[config.mk]
export PLATFORM = sky130hd
export DESIGN_NAME = interpolated_profile_lookup_core
export DESIGN_NICKNAME = d
export VERILOG_FILES = /design/src/design/ipl_pkg.sv /design/src/design/ipl_ctrl.sv /design/src/design/ipl_dp.sv /design/src/design/interpolated_profile_lookup_core.sv
export SDC_FILE = /design/constraint.sdc
export NUM_CORES = 2
export LEC_CHECK = 0
export BUFFER_PORTS_ARGS = -buffer_cell sky130_fd_sc_hd__buf_2
export CORE_MARGIN = 5
export CORE_UTILIZATION = 63
export DETAILED_ROUTE_END_ITERATION = 10
export HOLD_SLACK_MARGIN = 0.08
export PLACE_DENSITY = 0.81
export SYNTH_ARGS = -nofsm -noshare
export SYNTH_HDL_FRONTEND = slang
export SYNTH_HIERARCHICAL = 1
export SYNTH_SLANG_ARGS = --single-unit
[constraint.sdc]
create_clock -name i_clk -period 10.63 [get_ports i_clk]
set_clock_uncertainty 0.15 [all_clocks]
set_input_delay 2.6575 -clock i_clk [delete_from_list [all_inputs] [get_ports i_clk]]
set_output_delay 2.6575 -clock i_clk [all_outputs]
set_load 0.03 [all_outputs]
[src/design/ipl_pkg.sv]
// Package for the interpolated profile lookup block.
// Holds sizes, the row record, the controller state type and the command and status structs.
// No dependencies.
package ipl_pkg;

    localparam int TABLE_DEPTH   = 64;
    localparam int FRACTION_BITS = 16;

    localparam int ANG_W  = 16;                       // Q4.12 field width
    localparam int ROW_W  = 6;                        // row_index field width
    localparam int CFG_W  = 7;                        // entry_count register width
    localparam int TABLE_AW = $clog2(TABLE_DEPTH);
    localparam int CNT_W  = $clog2(TABLE_DEPTH + 1);
    localparam int WIDE_W = (CNT_W > CFG_W) ? CNT_W : CFG_W;
    localparam int DIFF_W = ANG_W + 1;                // difference of two Q4.12 values
    localparam int FRAC_W = FRACTION_BITS + 1;        // fraction runs 0 .. 2^FRACTION_BITS
    localparam int STEP_W = $clog2(FRAC_W);
    localparam int PROD_W = FRAC_W + 1 + DIFF_W;

    typedef struct packed {
        logic signed [ANG_W-1:0] angle;
        logic signed [ANG_W-1:0] drag;
        logic signed [ANG_W-1:0] lift;
    } t_ipl_row;

    typedef struct packed {
        logic signed [ANG_W-1:0] drag;
        logic signed [ANG_W-1:0] lift;
    } t_ipl_coef;

    typedef enum logic [2:0] {
        S_IDLE,
        S_PRIME,
        S_SCAN,
        S_DIV,
        S_MUL_D,
        S_MUL_L,
        S_RES
    } t_ipl_state;

    typedef struct packed {
        logic write_row;
        logic accept_query;
        logic adv;
        logic shift_prev;
        logic bracket;
        logic div_step;
        logic mul_drag;
        logic mul_lift;
        logic load_out;
    } t_ipl_cmd;

    typedef struct packed {
        logic hit;
        logic last;
        logic interp;
    } t_ipl_sts;

endpackage

[src/design/ipl_ctrl.sv]
// Controller for the interpolated profile lookup block.
// Sequences scan, division, multiplies and result hand-off; depends on ipl_pkg.
module ipl_ctrl
    import ipl_pkg::*;
(
    input  logic     i_clk,
    input  logic     i_rst_n,
    input  logic     i_valid,
    input  logic     i_opcode,
    input  logic     i_stall,
    input  t_ipl_sts i_sts,
    output t_ipl_cmd o_cmd,
    output logic     o_stall,
    output logic     o_valid
);

    t_ipl_state r_state, n_state;
    logic [STEP_W-1:0] r_step, n_step;
    logic r_out_vld, n_out_vld;
    logic out_free;
    logic scan_done;

    assign out_free  = !r_out_vld || !i_stall;
    assign scan_done = i_sts.hit || i_sts.last;

    // next state
    always_comb begin
        n_state = r_state;
        unique case (r_state)
            S_IDLE:  if (i_valid && i_opcode) n_state = S_PRIME;
            S_PRIME: n_state = S_SCAN;
            S_SCAN: begin
                if (scan_done) n_state = i_sts.interp ? S_DIV : S_MUL_D;
            end
            S_DIV:   if (r_step == STEP_W'(FRACTION_BITS)) n_state = S_MUL_D;
            S_MUL_D: n_state = S_MUL_L;
            S_MUL_L: n_state = S_RES;
            S_RES:   if (out_free) n_state = S_IDLE;
            default: n_state = S_IDLE;
        endcase
    end

    // commands
    always_comb begin
        o_cmd = '0;
        unique case (r_state)
            S_IDLE: begin
                o_cmd.write_row    = i_valid && !i_opcode;
                o_cmd.accept_query = i_valid && i_opcode;
            end
            S_PRIME: o_cmd.adv = 1'b1;
            S_SCAN: begin
                o_cmd.adv        = 1'b1;
                o_cmd.shift_prev = !scan_done;
                o_cmd.bracket    = scan_done;
            end
            S_DIV:   o_cmd.div_step = 1'b1;
            S_MUL_D: o_cmd.mul_drag = 1'b1;
            S_MUL_L: o_cmd.mul_lift = 1'b1;
            S_RES:   o_cmd.load_out = out_free;
            default: o_cmd = '0;
        endcase
    end

    always_comb begin
        n_step = r_step;
        if (r_state == S_SCAN) begin
            n_step = '0;
        end else if (r_state == S_DIV) begin
            n_step = r_step + 1'b1;
        end
    end

    always_comb begin
        if (o_cmd.load_out) begin
            n_out_vld = 1'b1;
        end else begin
            n_out_vld = r_out_vld && i_stall;
        end
    end

    always_ff @(posedge i_clk) begin
        if (!i_rst_n) begin
            r_state   <= S_IDLE;
            r_step    <= '0;
            r_out_vld <= 1'b0;
        end else begin
            r_state   <= n_state;
            r_step    <= n_step;
            r_out_vld <= n_out_vld;
        end
    end

    assign o_stall = (r_state != S_IDLE);
    assign o_valid = r_out_vld;

endmodule

[src/design/ipl_dp.sv]
// Datapath for the interpolated profile lookup block: row memory, scan compare,
// restoring divider, shared multiplier and result registers; depends on ipl_pkg.
module ipl_dp
    import ipl_pkg::*;
(
    input  logic                    i_clk,
    input  logic                    i_rst_n,
    input  t_ipl_cmd                i_cmd,
    input  logic                    i_cfg_we,
    input  logic [CFG_W-1:0]        i_cfg_data,
    input  logic [ROW_W-1:0]        i_row_index,
    input  logic signed [ANG_W-1:0] i_row_angle,
    input  logic signed [ANG_W-1:0] i_row_drag,
    input  logic signed [ANG_W-1:0] i_row_lift,
    input  logic signed [ANG_W-1:0] i_query_angle,
    output t_ipl_sts                o_sts,
    output logic signed [ANG_W-1:0] o_drag_coeff,
    output logic signed [ANG_W-1:0] o_lift_coeff
);

    t_ipl_row r_mem [TABLE_DEPTH];
    t_ipl_row r_rd_data;
    t_ipl_row r_prev;
    t_ipl_coef r_c1, r_c2;

    logic [CFG_W-1:0]        r_entry_count;
    logic [TABLE_AW-1:0]     r_ptr, r_rd_idx, r_last_idx;
    logic signed [ANG_W-1:0] r_q;
    logic [DIFF_W-1:0]       r_rem, r_den;
    logic [FRAC_W-1:0]       r_frac;
    logic signed [PROD_W-1:0] r_prod;
    logic signed [ANG_W-1:0] r_drag_res;
    logic signed [ANG_W-1:0] r_out_drag, r_out_lift;

    logic [WIDE_W-1:0]       row_w, cnt_w, last_w;
    logic                    row_ok;
    logic signed [DIFF_W-1:0] num_s, den_s, d_drag, d_lift, d_sel;
    logic                    ge;
    logic [DIFF_W-1:0]       rem_diff;
    logic signed [FRAC_W:0]  mul_a;
    logic signed [PROD_W-1:0] mul_p;

    assign row_w  = WIDE_W'(i_row_index);
    assign row_ok = row_w < WIDE_W'(TABLE_DEPTH);
    assign cnt_w  = WIDE_W'(r_entry_count);

    // clamp the row count to 1 .. TABLE_DEPTH
    always_comb begin
        priority if (cnt_w == '0) begin
            last_w = '0;
        end else if (cnt_w > WIDE_W'(TABLE_DEPTH)) begin
            last_w = WIDE_W'(TABLE_DEPTH - 1);
        end else begin
            last_w = cnt_w - 1'b1;
        end
    end

    always_ff @(posedge i_clk) begin
        if (!i_rst_n) begin
            r_entry_count <= CFG_W'(1);
        end else if (i_cfg_we) begin
            r_entry_count <= i_cfg_data;
        end
    end

    always_ff @(posedge i_clk) begin
        if (i_cmd.write_row && row_ok) begin
            r_mem[row_w[TABLE_AW-1:0]] <= '{angle: i_row_angle, drag: i_row_drag,
                                            lift: i_row_lift};
        end
    end

    always_ff @(posedge i_clk) begin
        r_rd_data <= r_mem[r_ptr];
        r_rd_idx  <= r_ptr;
    end

    assign o_sts.hit    = r_rd_data.angle >= r_q;
    assign o_sts.last   = r_rd_idx == r_last_idx;
    assign o_sts.interp = o_sts.hit && (r_rd_idx != '0);

    assign num_s  = DIFF_W'(r_q) - DIFF_W'(r_prev.angle);
    assign den_s  = DIFF_W'(r_rd_data.angle) - DIFF_W'(r_prev.angle);
    assign d_drag = DIFF_W'(r_c2.drag) - DIFF_W'(r_c1.drag);
    assign d_lift = DIFF_W'(r_c2.lift) - DIFF_W'(r_c1.lift);
    assign d_sel  = i_cmd.mul_lift ? d_lift : d_drag;

    assign ge       = r_rem >= r_den;
    assign rem_diff = ge ? (r_rem - r_den) : r_rem;

    // full-width signed product of the fraction and the coefficient step
    assign mul_a = signed'({1'b0, r_frac});
    assign mul_p = mul_a * d_sel;

    always_ff @(posedge i_clk) begin
        if (i_cmd.accept_query) begin
            r_q        <= i_query_angle;
            r_last_idx <= last_w[TABLE_AW-1:0];
            r_ptr      <= '0;
        end else if (i_cmd.adv) begin
            r_ptr <= r_ptr + 1'b1;
        end

        if (i_cmd.shift_prev) begin
            r_prev <= r_rd_data;
        end

        if (i_cmd.bracket) begin
            r_frac <= '0;
            r_c2   <= '{drag: r_rd_data.drag, lift: r_rd_data.lift};
            if (o_sts.interp) begin
                r_c1  <= '{drag: r_prev.drag, lift: r_prev.lift};
                r_rem <= num_s;
                r_den <= den_s;
            end else begin
                r_c1 <= '{drag: r_rd_data.drag, lift: r_rd_data.lift};
            end
        end else if (i_cmd.div_step) begin
            r_rem  <= {rem_diff[DIFF_W-2:0], 1'b0};
            r_frac <= {r_frac[FRAC_W-2:0], ge};
        end

        if (i_cmd.mul_drag || i_cmd.mul_lift) begin
            r_prod <= mul_p;
        end
        if (i_cmd.mul_lift) begin
            r_drag_res <= ANG_W'(r_c1.drag + r_prod[FRACTION_BITS +: ANG_W]);
        end
        if (i_cmd.load_out) begin
            r_out_drag <= r_drag_res;
            r_out_lift <= ANG_W'(r_c1.lift + r_prod[FRACTION_BITS +: ANG_W]);
        end
    end

    assign o_drag_coeff = r_out_drag;
    assign o_lift_coeff = r_out_lift;

endmodule

[src/design/interpolated_profile_lookup_core.sv]
// Top level of the interpolated profile lookup block.
// Joins the controller ipl_ctrl and the datapath ipl_dp; depends on ipl_pkg.
//
// Usage:
//   Input channel (i_valid / o_stall) carries one item per transfer. Opcode 0
//   writes a row (angle, drag, lift) into the 64-row table; opcode 1 queries
//   the drag and lift coefficients at i_query_angle.
//   Output channel (o_valid / i_stall) carries one result per query; writes
//   produce nothing.
//   i_cfg_we / i_cfg_data load the number of rows in use (reset value 1).
//   Change it only while the block is idle.
// Timing:
//   A write leaves the block idle; the next item is taken in the following cycle.
//   A query scans the table one row per cycle until it meets a row whose angle
//   is not below the query angle or reaches the last row in use. A query that
//   interpolates then runs the 17-step restoring divider; a query that clamps
//   to an end row skips it. Every query then makes two passes through one
//   shared multiplier before its result is handed off.
// Reset:
//   Synchronous, active low. Clears the controller and the output valid and
//   sets the row count to 1; table contents are kept and are undefined
//   until written.
// Back-pressure:
//   A finished result waits in the output register while i_stall is high;
//   meanwhile the block keeps taking writes and works on the next query,
//   holding that query's result until the output register frees up.
module interpolated_profile_lookup_core
    import ipl_pkg::*;
(
    input  logic                    i_clk,
    input  logic                    i_rst_n,
    // configuration
    input  logic                    i_cfg_we,
    input  logic [CFG_W-1:0]        i_cfg_data,
    // input channel
    input  logic                    i_valid,
    output logic                    o_stall,
    input  logic                    i_opcode,
    input  logic [ROW_W-1:0]        i_row_index,
    input  logic signed [ANG_W-1:0] i_row_angle,
    input  logic signed [ANG_W-1:0] i_row_drag,
    input  logic signed [ANG_W-1:0] i_row_lift,
    input  logic signed [ANG_W-1:0] i_query_angle,
    // output channel
    output logic                    o_valid,
    input  logic                    i_stall,
    output logic signed [ANG_W-1:0] o_drag_coeff,
    output logic signed [ANG_W-1:0] o_lift_coeff
);

    t_ipl_cmd cmd;
    t_ipl_sts sts;

    // sequencing: accept, scan, divide, multiply, hand off
    ipl_ctrl u_ctrl (
        .i_clk    (i_clk),
        .i_rst_n  (i_rst_n),
        .i_valid  (i_valid),
        .i_opcode (i_opcode),
        .i_stall  (i_stall),
        .i_sts    (sts),
        .o_cmd    (cmd),
        .o_stall  (o_stall),
        .o_valid  (o_valid)
    );

    // table, arithmetic and result registers
    ipl_dp u_dp (
        .i_clk         (i_clk),
        .i_rst_n       (i_rst_n),
        .i_cmd         (cmd),
        .i_cfg_we      (i_cfg_we),
        .i_cfg_data    (i_cfg_data),
        .i_row_index   (i_row_index),
        .i_row_angle   (i_row_angle),
        .i_row_drag    (i_row_drag),
        .i_row_lift    (i_row_lift),
        .i_query_angle (i_query_angle),
        .o_sts         (sts),
        .o_drag_coeff  (o_drag_coeff),
        .o_lift_coeff  (o_lift_coeff)
    );

endmodule

Yosys cells after proc, flatten, opt, wreduce, memory -nomap -nowiden
Memories as Yosys holds them, arrays and structs flattened. A register that Yosys moved wholly into a read port is not among the register bits.
Cells that the tools add are included.
Widths: inputs -> output; s select.
- register bits: 293
- memory bits (writable): 3072
- ROM bits: 0
- input port bits: 83
- logic and storage cells: 97
- output and inout bits: 34
- memories: 1
- latch bits: 0
- memory list (name ; words ; width ; rd ports ; clocked after Yosys merged registers in ; write ports ; line ; source):
    u_dp.r_mem ; 64 ; 48 ; 1 ; 1 ; 1 ; ipl_dp.sv:21 ; t_ipl_row r_mem [TABLE_DEPTH];
- equal/unequal tests: 13
- reductions and logical operators: 22
- mux-type cells: 23
- add/sub/neg operators: 10
- shifts and indexed selects: 0
- divide/modulo/power cells: 0
- bitwise logic cells: 1
- order comparisons: 4
- multipliers: 1
- operators with widths (cell ; count):
    $mux 17 ; 4
    $sub 16x16->17 ; 4
    $add 16x16->16 ; 2
    $mul 18x17->32 ; 1
    $mux 32 ; 1
    $pmux 3 s7 ; 1
    $ge 17x17->1 ; 1
    $ge 16x16->1 ; 1
    $mux 16 ; 1
    $sub 16x16->16 ; 1
    $mux 3 ; 5
    $ne 2x1->1 const B ; 5
    $eq 3x3->1 const B ; 3
    $mux 1 ; 8
    $gt 7x7->1 const B ; 1
    $logic_not 7->1 ; 1
    $lt 6x7->1 const B ; 1
    $add 6x1->6 const B ; 1
    $eq 3x2->1 const B ; 2
    $eq 6x6->1 ; 1
    $mux 6 ; 1
    $reduce_bool 6->1 ; 1
    $sub 6x1->6 const B ; 1
    $add 5x1->5 const B ; 1
    other kinds (13) ; 25

Depth between registers and ports, before layout
- depth after elaboration: 6
- gate-level depth with buffers: 35
- gate-level depth less buffers: 34

Hierarchy
The synthesis kept the hierarchy.
- modules (own cells, without submodules) (module ; cells an instance ; instances ; area an instance (µm²)):
    ipl_dp ; 6750 ; 1 ; 140921.4
    ipl_ctrl ; 70 ; 1 ; 554.3

Worst setup path after synthesis
No wires, ideal clock.
- path type: reg2reg
- start: register u_ctrl.r_state[0]
- end: register u_dp.r_prod[31], data pin
- library setup time: 0.268 ns
- stages on the path, launching flop included: 32
- arrival: 8.676 ns
- buffers on the path: 4
- setup slack: 1.536 ns
- cell sequence: dfxtp_1 buf_2 inv_1 nor3b_1 buf_2 buf_1 nor2_1 a21oi_1 clkbuf_1 nand2_1 fa_1 inv_1 fa_1 inv_1 fa_1 inv_1 fa_1 inv_1 fa_1 inv_1 fa_1 ha_1 nor4_1 o21ai_0 a211oi_1 o21ai_0 a31o_2 o211ai_1 nand2_1 nand4_1 nand4b_1 xnor3_1
- RTL lines (what ; line ; source):
    start: declaration ; ipl_ctrl.sv:17 ; t_ipl_state r_state, n_state;
    start signal: assignment ; ipl_ctrl.sv:88 ; r_state <= n_state;
    end signal: assignment ; ipl_dp.sv:124 ; r_prod <= mul_p;
    end: declaration ; ipl_dp.sv:31 ; logic signed [PROD_W-1:0] r_prod;

Worst setup path after layout
- start: register u_dp/r_c1[17] (netlist name)
- end: register u_dp.r_prod[31], data pin
- cells in the longest elaborated chain, start to end: 3
- ends and longest elaborated chain (what ; line ; source):
    start: declaration ; ipl_dp.sv:24 ; t_ipl_coef r_c1, r_c2;
    start signal: assignment ; ipl_dp.sv:112 ; r_c1 <= '{drag: r_prev.drag, lift: r_prev.lift};
    start signal: assignment ; ipl_dp.sv:116 ; r_c1 <= '{drag: r_rd_data.drag, lift: r_rd_data.lift};
    $sub 16x16->17 ; ipl_dp.sv:84 ; assign d_drag = DIFF_W'(r_c2.drag) - DIFF_W'(r_c1.drag);
    $mux 17 ; ipl_dp.sv:86 ; assign d_sel = i_cmd.mul_lift ? d_lift : d_drag;
    $mul 18x17->32 ; ipl_dp.sv:93 ; assign mul_p = mul_a * d_sel;
    via u_dp.mul_p[31] ; ipl_dp.sv:41 ; logic signed [PROD_W-1:0] mul_p;
The timed path passes the listed nets, and every way through them passes these cells.
A chain may end at the register's enable or synchronous reset.

==> impl_results.md <==
- Status: finished, violations left
- Failing checks: capacitance limit, slew limit
- Final Instance Area: around 160000 sq um
- Slowest CP cell: o21ai_2
- Commonest non-fill, non-tap cell in the layout: edfxtp_1
- Largest net degree at the start of global routing: 131
- Reg clk slew, reported paths: 0.06 ns
- Cell mode on critical path: fa_1
- Slew @ Worst Pin: 1.54 ns
- Sequential area share after synthesis: 71.4%
- Class of the worst hold path: flip-flop to flip-flop
- Unrepaired setup endpoints after global routing: false
- CP Depth: 30
- Worst Setup Start Kind: flip-flop
- Cells after Synth: 6820
- DR vias: ~77000
- Final worst path period share: 85.9%
- Number of max-cap violations: 1
- Period minus WS final: around 9.1 ns
- Synth Warn #: 6
- Rel. slew slack: -2.75%
- Hpwl dp: 207000 um
- Commonest non-fill, non-tap cells in the layout: edfxtp_1 (3304), mux4_2 (1008), inv_1 (429)
- Area Overhead vs Synth: 11.2%
- Syn nets: 7371
- Port Buffers: 116
- Layout cells sized above 1: 25.5%
- 1st-pass router iterations: 6
- # resized after CTS: 0
- CTS root buf: clkbuf_16
- Core area: 224000 sq um
- R2R cell count: 30
- CP startpoint: u_dp/r_c1[17]$_DFFE_PP_
- Worst path bufs/invs: 4
- CP required: 11.16 ns
- Rows: 174
- Ys flop type: edfxtp_1
- Final hold viol count: 0
- Hold path start: u_dp/r_drag_res[11]$_DFFE_PP_
- Fmax: 110 MHz
- Depth of the CTS H-tree: 5
- PD cells: 217 nW/um^2
- FILL cells: 12400
- Nets: 7670
- Vias in the first global route: between 70000 and 80000
- Avg Inst Size Synth: 20.7 sq um
- Die width: approximately 480 um
- CP endpoint kind: flip-flop
- Effective utilization at floorplan: between 60% and 70%
- Clock Sink Count: 3397
- Reg area: 101000 sq um
- Area of the die: around 230000 sq um
- Critical Path Max Stage Delay: just over 0.6 ns
- Mapped cell area: 141000 sq um
- Vias per cell: 7.36
- # hold bufs at CTS: 0
- Number of synthesized register bits: between 3000 and 4000
- Fin. max-slew vios: 24
- Global-route wire length before repair: roughly 600000 um
- Die H: 484 um
- Crit path max fanout: 17
- Starting DRT DRC Count: between 10000 and 15000
- Maximum vdd drop: 0.235 mV
- Worst r2r src: u_dp/r_c1[17]$_DFFE_PP_
- Setup Fix Bufs, Post-CTS: 0
- CTS max path bufs: 4
- Share of the synthesized area in the top cell type: a little over two thirds
- Top cells by area, synth: edfxtp_1 (70%), mux4_2 (16%), fa_1 (3.3%)
- # IOs: 117
- Leak Pwr: just over 0.05 uW
- Antenna violations before repair: 48
- CTS tree: yes
- Critical path class: flip-flop to flip-flop
- Number of flops mapped to enable cells by yosys: 3304
- Distinct cells, synth: 79
- Multi-input gate area: roughly 38000 sq um
- Asr flop ratio synth: 0%
- Setup TNS: 0 ns
- Final Setup Violations: 0
- Wire length per cell: between 40 and 50 um
- Placed cell area: 146000 sq um
- Family with the most delay on the worst path: adder cells
- Number of CTS-inserted buffers: ~340
- GRT overflow: 0
- Residual antenna-violating net count after detailed routing: 0
- Total track usage: 36.9%
- WP data arrival: 9.66 ns
- WHS Path Cells: 0
- WL final: 428000 um
- Post-route DRC: 0
- Worst-skew pair later-pin latency: 1.01 ns
- Largest area contributor in the netlist: edfxtp_1
- GPL Wtd Cong: 0.884
-- power by group --
group          internal [uW]  total [uW]  leakage [uW]  switching (uW)
clock network           6920       12200       0.00532            5270
logic                   3250        6770        0.0155            3520
registers              15000       15300        0.0305             299
-- layer usage --
layer	GRT usage [%]	wire [um]	up-vias
li1	-	-	28000
met1	45.6	131000	39100
met2	58.3	206000	7569
met3	10.4	57800	1899
met4	23.4	33900	24
met5	0	188	-
-- stage by stage --
stage	utilization (%)	setup slack [ns]	cells	total power, uW	hold WS, ns
final	70.2	1.50	10400	34200	0.257
after global routing	70.1	1.01	10400	35200	0.270
after CTS	70.1	1.48	10400	34200	0.259
after detailed placement	65.3	1.58	9770	21900	0.257
after global placement	65.3	1.69	9770	21700	0.253
after floorplan	-	1.54	6820	20100	0.179
-- area by class of cell --
type | count | area share, %
clock inverters | 181 | 1.25
flip-flops and latches | 3397 | 64.3
clock buffers | 410 | 5.64
repair buffers | 259 | 1.16
multi-input cells | 2692 | 24.2
diodes | 43 | 0.0684
inverters | 430 | 1.03
well taps | 2992 | 2.38
-- sequential cells by signal (all words and copies together), names as in the netlist, 7 cells and up --
register and count:
u_dp/cnt_w 7, u_dp/o_drag_coeff 16, u_dp/o_lift_coeff 16, u_dp/r_c1 32, u_dp/r_c2 32, u_dp/r_den 17, u_dp/r_drag_res 16, u_dp/r_frac 17
u_dp/r_mem 3072, u_dp/r_prev 48, u_dp/r_prod 16, u_dp/r_q 16, u_dp/r_rd_data 48, u_dp/r_rem 17
-- cells by family (layout without fill, tap and decap cells) --
group | count (synthesis) | after routing | synth area share (%)
buf+inv | 731 | 1280 | 2.00
flops | 3397 | 3397 | 71.4
mux | 1096 | 1096 | 16.7
simple gates | 746 | 746 | 2.56
xor+xnor | 111 | 111 | 0.697
other cells | 0 | 43 | 0
compound gates | 270 | 270 | 1.24
fa+ha+maj | 469 | 469 | 5.37
-- synth_stat cells (33+ instances only) --
| master | n |
|---|---|
| mux4_2 | 1008 |
| buf_1 | 36 |
| xor2_1 | 39 |
| nor3_1 | 43 |
| xnor2_1 | 71 |
| mux2_2 | 33 |
| inv_1 | 429 |
| and2_1 | 139 |
| dfxtp_1 | 93 |
| nand2_1 | 208 |
| fa_1 | 230 |
| mux2i_1 | 55 |
| edfxtp_1 | 3304 |
| buf_2 | 45 |
| nor2_1 | 197 |
| ha_1 | 238 |
| clkbuf_1 | 209 |
| a21oi_1 | 64 |
| o21ai_0 | 73 |
| nor2b_1 | 34 |
-- worst reg2reg max path: cells and delay by family (launching register included) --
kind | cells | cell delay, ns
adder cells (fa/ha/maj) | 8 | 3.44
AO/OA/AOI/OAI | 11 | 3.32
AND/OR/NAND/NOR | 6 | 0.84
flip-flops | 1 | 0.45
XOR/XNOR | 1 | 0.38
buffers and inverters | 4 | 0.30
-- path summary, 6_finish.rpt --
path	to	slack (ns)
worst max-delay path	u_dp/r_prod[31]$_DFFE_PP_	1.50
worst min-delay path	u_dp/o_drag_coeff[11]$_DFFE_PP_	0.26
worst max register to register	u_dp/r_prod[31]$_DFFE_PP_	1.50
worst min register to register	u_dp/o_drag_coeff[11]$_DFFE_PP_	0.26
No activity file was read; power rests on OpenSTA's default activity.
